[src/sv/sflc_pkg.sv]
package sflc_pkg;

  localparam int BIN_COUNT_DEF   = 256;
  localparam int ALIGN_BYTES_DEF = 16;
  localparam int HANDLE_BITS_DEF = 16;

  localparam int REQ_W     = 2;
  localparam int SIZE_W    = 16;
  localparam int HANDLE_W  = 16;
  localparam int STATUS_W  = 3;
  localparam int OSIZE_W   = 9;
  localparam int TOTAL_W   = 24;
  localparam int MIN_W     = 9;
  localparam int META_W    = 7;
  localparam int CFG_IDX_W = 2;

  localparam logic [REQ_W-1:0] REQ_GET   = 2'd0;
  localparam logic [REQ_W-1:0] REQ_PUT   = 2'd1;
  localparam logic [REQ_W-1:0] REQ_DRAIN = 2'd2;

  localparam logic [STATUS_W-1:0] ST_HIT         = 3'd0;
  localparam logic [STATUS_W-1:0] ST_MISS        = 3'd1;
  localparam logic [STATUS_W-1:0] ST_CACHED      = 3'd2;
  localparam logic [STATUS_W-1:0] ST_REFUSED     = 3'd3;
  localparam logic [STATUS_W-1:0] ST_DRAINED     = 3'd4;
  localparam logic [STATUS_W-1:0] ST_DRAIN_EMPTY = 3'd5;
  localparam logic [STATUS_W-1:0] ST_BAD_SIZE    = 3'd6;

  localparam logic [CFG_IDX_W-1:0] CFG_CHARGE_LIMIT = 2'd0;
  localparam logic [CFG_IDX_W-1:0] CFG_MIN_SIZE     = 2'd1;
  localparam logic [CFG_IDX_W-1:0] CFG_META_CHARGE  = 2'd2;

  localparam logic [TOTAL_W-1:0] LIMIT_RST = TOTAL_W'(1024 * 1024);
  localparam logic [MIN_W-1:0]   MIN_RST   = 9'd8;
  localparam logic [META_W-1:0]  META_RST  = 7'd16;

  typedef struct packed {
    logic clr;
    logic accept;
    logic rd;
    logic advance;
    logic res_none;
    logic rd_link;
    logic put;
    logic pop;
    logic load_out;
  } sflc_cmd_t;

  typedef struct packed {
    logic clr_last;
    logic early;
    logic is_put;
    logic is_drain;
    logic head_zero;
    logic bin_last;
    logic out_free;
  } sflc_sts_t;

endpackage

[src/sv/sflc_ctrl.sv]
module sflc_ctrl (
  input  logic                clk,
  input  logic                rst,
  input  logic                in_valid,
  output logic                in_ready,
  input  sflc_pkg::sflc_sts_t sts,
  output sflc_pkg::sflc_cmd_t cmd
);

  localparam logic [2:0] S_CLEAR = 3'd0;
  localparam logic [2:0] S_IDLE  = 3'd1;
  localparam logic [2:0] S_RD    = 3'd2;
  localparam logic [2:0] S_HEAD  = 3'd3;
  localparam logic [2:0] S_PUT   = 3'd4;
  localparam logic [2:0] S_LINK  = 3'd5;
  localparam logic [2:0] S_POST  = 3'd6;

  logic [2:0] state;
  logic [2:0] state_next;

  always_ff @(posedge clk) begin
    if (rst) begin
      state <= S_CLEAR;
    end else begin
      state <= state_next;
    end
  end

  assign in_ready = (state == S_IDLE);

  always_comb begin
    cmd        = '0;
    state_next = state;
    unique case (state)
      S_CLEAR: begin
        cmd.clr = 1'b1;
        if (sts.clr_last) begin
          state_next = S_IDLE;
        end
      end
      S_IDLE: begin
        if (in_valid) begin
          cmd.accept = 1'b1;
          state_next = sts.early ? S_POST : S_RD;
        end
      end
      S_RD: begin
        cmd.rd     = 1'b1;
        state_next = S_HEAD;
      end
      S_HEAD: begin
        priority if (sts.is_put) begin
          state_next = S_PUT;
        end else if (sts.head_zero && sts.is_drain && !sts.bin_last) begin
          cmd.advance = 1'b1;
          state_next  = S_RD;
        end else if (sts.head_zero) begin
          cmd.res_none = 1'b1;
          state_next   = S_POST;
        end else begin
          cmd.rd_link = 1'b1;
          state_next  = S_LINK;
        end
      end
      S_PUT: begin
        cmd.put    = 1'b1;
        state_next = S_POST;
      end
      S_LINK: begin
        cmd.pop    = 1'b1;
        state_next = S_POST;
      end
      S_POST: begin
        if (sts.out_free) begin
          cmd.load_out = 1'b1;
          state_next   = S_IDLE;
        end
      end
      default: begin
        state_next = S_IDLE;
      end
    endcase
  end

`ifndef SYNTHESIS
  a_cmd_onehot: assert property (@(posedge clk) disable iff (rst)
    $onehot0({cmd.clr, cmd.accept, cmd.rd, cmd.advance, cmd.res_none,
              cmd.rd_link, cmd.put, cmd.pop, cmd.load_out}))
    else $error("more than one command at once");

  a_load_free: assert property (@(posedge clk) disable iff (rst)
    cmd.load_out |-> sts.out_free)
    else $error("result loaded over a pending result");
`endif

endmodule

[config.mk]
export PLATFORM = sky130hd
export DESIGN_NAME = sflc_ctrl
export DESIGN_NICKNAME = d
export VERILOG_FILES = /design/src/sv/sflc_pkg.sv /design/src/sv/sflc_ctrl.sv
export SDC_FILE = /design/constraint.sdc
export NUM_CORES = 1
export LEC_CHECK = 0
export ABC_CLOCK_PERIOD_IN_PS = 1250
export BUFFER_PORTS_ARGS = -buffer_cell sky130_fd_sc_hd__buf_2
export CORE_AREA = 5 5 42 44
export CTS_CLUSTER_SIZE = 10
export DETAILED_ROUTE_END_ITERATION = 8
export DIE_AREA = 0 0 47 49
export GPL_TIMING_DRIVEN = 0
export PLACE_DENSITY_LB_ADDON = 0.3
export SKIP_CTS_REPAIR_TIMING = 1
export SLEW_MARGIN = 25
export SYNTH_ARGS = -nofsm -noshare
export SYNTH_HDL_FRONTEND = slang
export SYNTH_SLANG_ARGS = --single-unit
[constraint.sdc]
create_clock -name clk -period 1.25 [get_ports clk]
set_input_delay 0.0625 -clock clk [delete_from_list [all_inputs] [get_ports clk]]
set_output_delay 0.0625 -clock clk [all_outputs]
set_load 0.03 [all_outputs]
==> results of run 1 <==
## placed cells by master, fill, tap and decap left out, types with 2 or more instances in the layout
master | netlist | routed
inv_2 | 1 | 2
nand3b_1 | 2 | 2
inv_1 | 4 | 3
a21oi_1 | 3 | 2
a21oi_2 | 1 | 2
nor3b_2 | 0 | 4
dfxtp_2 | 0 | 3
clkbuf_4 | 0 | 4
or3_1 | 2 | 2
buf_6 | 1 | 6
buf_4 | 2 | 8
buf_2 | 0 | 11
and2_1 | 2 | 2
## cell families (layout without fill, tap and decap cells)
family                 after synthesis  in the layout
AOI/OAI and AO/OA                   11             11
and+or+nand+nor                     19             19
DFF                                  3              3
buffers and inverters                8             35
## report_power, final
group / switching, W / internal [W] / leakage [nW] / total, W
registers: 0.0000115 / 0.000110 / 0.0258 / 0.000122
clock network: 0.0000575 / 0.000120 / 0.0150 / 0.000178
logic: 0.000147 / 0.000120 / 0.222 / 0.000267
## final cells by class
type | count | area (µm²) | area share
clock buffers | 4 | 26.3 | 0.0473
multi-input cells | 30 | 236 | 0.426
plain buffers | 3 | 30.0 | 0.0541
well taps | 16 | 20.0 | 0.0360
flip-flops and latches | 3 | 63.8 | 0.115
inverters | 5 | 18.8 | 0.0338
repair buffers | 23 | 160 | 0.288
## per-stage QoR
step,hold slack (ps),instance area [µm²]
global route,40.4,556
global placement,290,444
CTS,40.7,470
finish,42.4,556
detailed placement,288,444
floorplan,130,329
## path summary, 6_finish.rpt
path	from	slack, ps	end
max	state[2]	-200	cmd[5]
min	rst	40	state[0]
max reg2reg	state[2]	-20	state[0]
min reg2reg	state[2]	650	state[0]
## layer usage
metal | vias to the layer above | GRT usage | wire length [µm]
li1 | 206 | - | -
met1 | 177 | 0.116 | 464
met2 | 19 | 0.0995 | 483
met3 | 0 | 0.0332 | 114
met4 | 0 | 0.0276 | 0
met5 | - | 0 | 0
==> flow_summary.yaml, run 1 <==
cts:
  htree_levels: 1
  cts_tree: "yes"
  cts-root-buf: "clkbuf_4"
  cts.sinks: 3
  cts_buffers: 3
  path_clk_slew_ps: 40
  clock_latency_ps: 240
  cts_max_path_buffers: 2
pwr:
  power_density_nw_per_um2: 1020
  p_leak_nw: 0.263
  vdd_drop_max_mv: 0.547
  power_w: 0.000567
logic_synthesis:
  synth-main-ff-cell: "dfxtp_1"
  synth_top_area_frac: 0.190
  syn_area_um2: 315
  ys_seq_area_frac: 0.190
  synth-seq-cells: 3
  syn-mean-instance-area_um2: 7.69
  synthAdderAreaFrac: 0
  synthTopCellsByCount: "inv_1 (4), nor3b_1 (4), a21oi_1 (3), dfxtp_1 (3)"
  synth_compound_area_frac: 0.262
  synth_edf_count: 0
  yosys_warnings: 0
  synth_top_family_by_area: "simple AND/OR/NAND/NOR gates"
  synth.distinct_cells: 27
  synth_xor_area_frac: 0
  synth_fp_nets: 51
  yosys-top-cells-area: "dfxtp_1 (19%), nor3b_1 (9.5%), a21oi_1 (4.8%)"
  synthMuxAreaShare: 0
  synthCells: 41
  async_reset_ff_frac: 0
  yosys.area_share.simple: 0.405
  yosys.area.top_type: "dfxtp_1"
placed_design:
  port_buffers: 19
  post-place-ws_ps: 12.3
  dp_cells: 76
  hpwl_um: 710
  gp_congestion: 0.756
final_layout:
  largest_register: "state"
  largest_reg_flops: 3
  finish.utilization: 0.396
  fill_cells: 153
  fin_cells: 84
  drive_above_1_share: 0.632
  top_regs: "state: 3 flops"
  nNetsFinal: 79
  diodes: 0
  syn_to_final_growth_pct: 76.2
floorplanning:
  core_area_um2: 1400
  io-pin-count: 20
  start_util: 0.225
  die_x_um: 47
  rows: 14
  die_h_um: 49
  die_area_um2: 2300
setup_path:
  cpPeakStageDelay_ps: 330
  path_delay_family: "simple AND/OR/NAND/NOR gates"
  crit_chain: "nand3b_1 > or2_4 > nor3b_2 > buf_4"
  worstPathRequired_ps: 1190
  slowest_stage: "dfxtp_2"
  end_kind: "output port"
  cp-start-kind: "flip-flop"
  cp.arrival_ps: 1380
  critPathKind: "flip-flop to output port"
  r2r.worst_path.cells: 3
  crit_buf_inv: 1
  crit_cells: 4
  crit_fanout: 5
drt:
  avgViaCountPerCell: 4.79
  num_vias: 402
  first_pass_iters: 2
  antenna_left: 0
  routed_wirelength_um: 1060
  routedWlPerCell_um: 12.7
  drc: 0
  drtIter0Drc: 8
timing:
  clock.fmax_mhz: 692
  tightest_slew_ps: 236
  hold_viol: 0
  setup_viol: 7
  finClkSkew_ps: 1.80
  period_minus_slack_ps: 1450
  timing.slew.headroom: 0.840
  rsz0062_at_grt: "yes"
  period_share: 1.16
  setup_tns_ps: -793
  setup_slack_ps: -195
  report.final.slew_viol_count: 0
outcome:
  violations: "setup timing"
  run_status: "complete, but fails checks"
hold_path:
  hold_path_class: "input port to flip-flop"
  whs_path_depth: 2
global_routing:
  grt_pass1_vias: 342
  grt_overflow_total: 0
  antenna_found_initial: 0
  grt_max_degree: 11
  grt_pass1_wl_um: 1360
  grt_util_all_layers: 0.0788
flow_run:
  cap_violations: 0
No activity file was read; power rests on OpenSTA's default activity.
==> run 2: changes to the inputs <==
==> constraint.sdc (replaced) <==
create_clock -name clk -period 1.25 [get_ports clk]
set_input_delay 0.25 -clock clk [delete_from_list [all_inputs] [get_ports clk]]
set_output_delay 0.25 -clock clk [all_outputs]
set_load 0.03 [all_outputs]
==> flow_summary.yaml, run 2 (synthesis results as in run 1) <==
outcome:
  run_status: "complete, but fails checks"
  violations: "setup timing"
timing:
  timing.slew.headroom: 0.835
  rsz0062_at_grt: "yes"
  hold_ws_ps: 233
  finClkSkew_ps: 3.70
  hold_viol: 0
  report.final.slew_viol_count: 0
  period_share: 1.27
  setup_viol: 10
  period_minus_slack_ps: 1580
  tightest_slew_ps: 244
  clock.fmax_mhz: 631
  setup_slack_ps: -335
final_layout:
  nNetsFinal: 78
  drive_above_1_share: 0.731
  layout_common_cells: "buf_6 (9), buf_2 (9), buf_4 (6), clkbuf_4 (4)"
  largest_reg_flops: 3
  diodes: 0
  syn_to_final_growth_pct: 92.1
  finish.utilization: 0.432
  fin_cells: 83
  top_regs: "state: 3 flops"
  largest_register: "state"
global_routing:
  grt_pass1_wl_um: 1380
  grt_max_degree: 11
  grt_overflow_total: 0
  grt_pass1_vias: 364
  antenna_found_initial: 0
  grt_util_all_layers: 0.0794
setup_path:
  r2r.worst_path.cells: 3
  crit_fanout: 4
  cp-start-kind: "flip-flop"
  critPathKind: "flip-flop to output port"
  worstPathRequired_ps: 1000
  cp.arrival_ps: 1330
  end_kind: "output port"
drt:
  avgViaCountPerCell: 4.86
  antenna_left: 0
  drtIter0Drc: 3
  num_vias: 403
  routed_wirelength_um: 900
  routedWlPerCell_um: 10.8
  first_pass_iters: 4
  drc: 0
cts:
  cts.sinks: 3
  cts_tree: "yes"
  path_clk_slew_ps: 30
  cts-root-buf: "clkbuf_4"
  htree_levels: 1
  cts_buffers: 3
  cts_max_path_buffers: 2
  clock_latency_ps: 220
pwr:
  combinationalPowerShare: 0.519
  vdd_drop_max_mv: 0.419
  p_clk_frac: 0.272
  switchingPower_w: 0.000211
  power_density_nw_per_um2: 967
  p_leak_nw: 0.264
  seqPwrFrac: 0.209
  swShare: 0.360
  internal_power_w: 0.000375
placed_design:
  dp_cells: 76
  gp_congestion: 0.722
  hpwl_um: 701
  port_buffers: 19
floorplanning:
  rows: 14
  die_x_um: 47
  start_util: 0.225
  die_h_um: 49
  die_area_um2: 2300
  core_area_um2: 1400
  io-pin-count: 20
hold_path:
  whs_path_depth: 2
  hold_path_class: "input port to flip-flop"
flow_run:
  cap_violations: 0
==> run 2: critical path, stage by stage (launching register included) <==
cell and delay (ps):
dfxtp_2 320, nand3b_1 200, or2_4 270, nor3b_2 150
buf_4 180
==> run 2: path summary, 6_finish.rpt <==
check / from / end / slack (ps)
setup / recovery: state[2] / cmd[5] / -330
hold / removal: rst / state[0] / 230
setup reg to reg: state[2] / state[0] / 20
hold reg to reg: state[0] / state[0] / 620
==> run 2: power groups by stage <==
stage	clock [W]	combinational, W	sequential [W]
after floorplan	0	0.000174	0.000116
final	0.000159	0.000304	0.000122
after detailed placement	0	0.000232	0.000119
after global routing	0.000192	0.000326	0.000123
after global placement	0	0.000232	0.000119
after CTS	0.000166	0.000233	0.000118
==> run 2: metal layers <==
metal / vias to the layer above / part of all wire / GRT usage
met2: 13 / 0.50 / 0.118
met1: 183 / 0.41 / 0.0961
li1: 207 / - / -
met3: 0 / 0.093 / 0.0295
met5: - / 0 / 0
met4: 0 / 0 / 0.0415
==> run 2: area by class of cell <==
| cell class | count | area [µm²] |
|---|---|---|
| sequential | 3 | 63.8 |
| multi-input combinational | 30 | 272 |
| fill | 152 | 796 |
| inverter | 5 | 25.0 |
| clock buffer | 4 | 26.3 |
| timing repair buffer | 22 | 169 |
| tap | 16 | 20.0 |
| buffer | 3 | 30.0 |
==> run 2: per-stage QoR <==
stage / cell area [µm²] / power (W) / setup TNS (ps) / worst slack (ps)
3_5_place_dp: 460 / 0.000351 / -813 / -182
6_report: 606 / 0.000585 / -2100 / -335
3_3_place_gp: 460 / 0.000351 / -837 / -207
5_1_grt: 606 / 0.000640 / -2860 / -442
4_1_cts: 487 / 0.000516 / -2870 / -423
2_1_floorplan: 345 / 0.000290 / -660 / -217
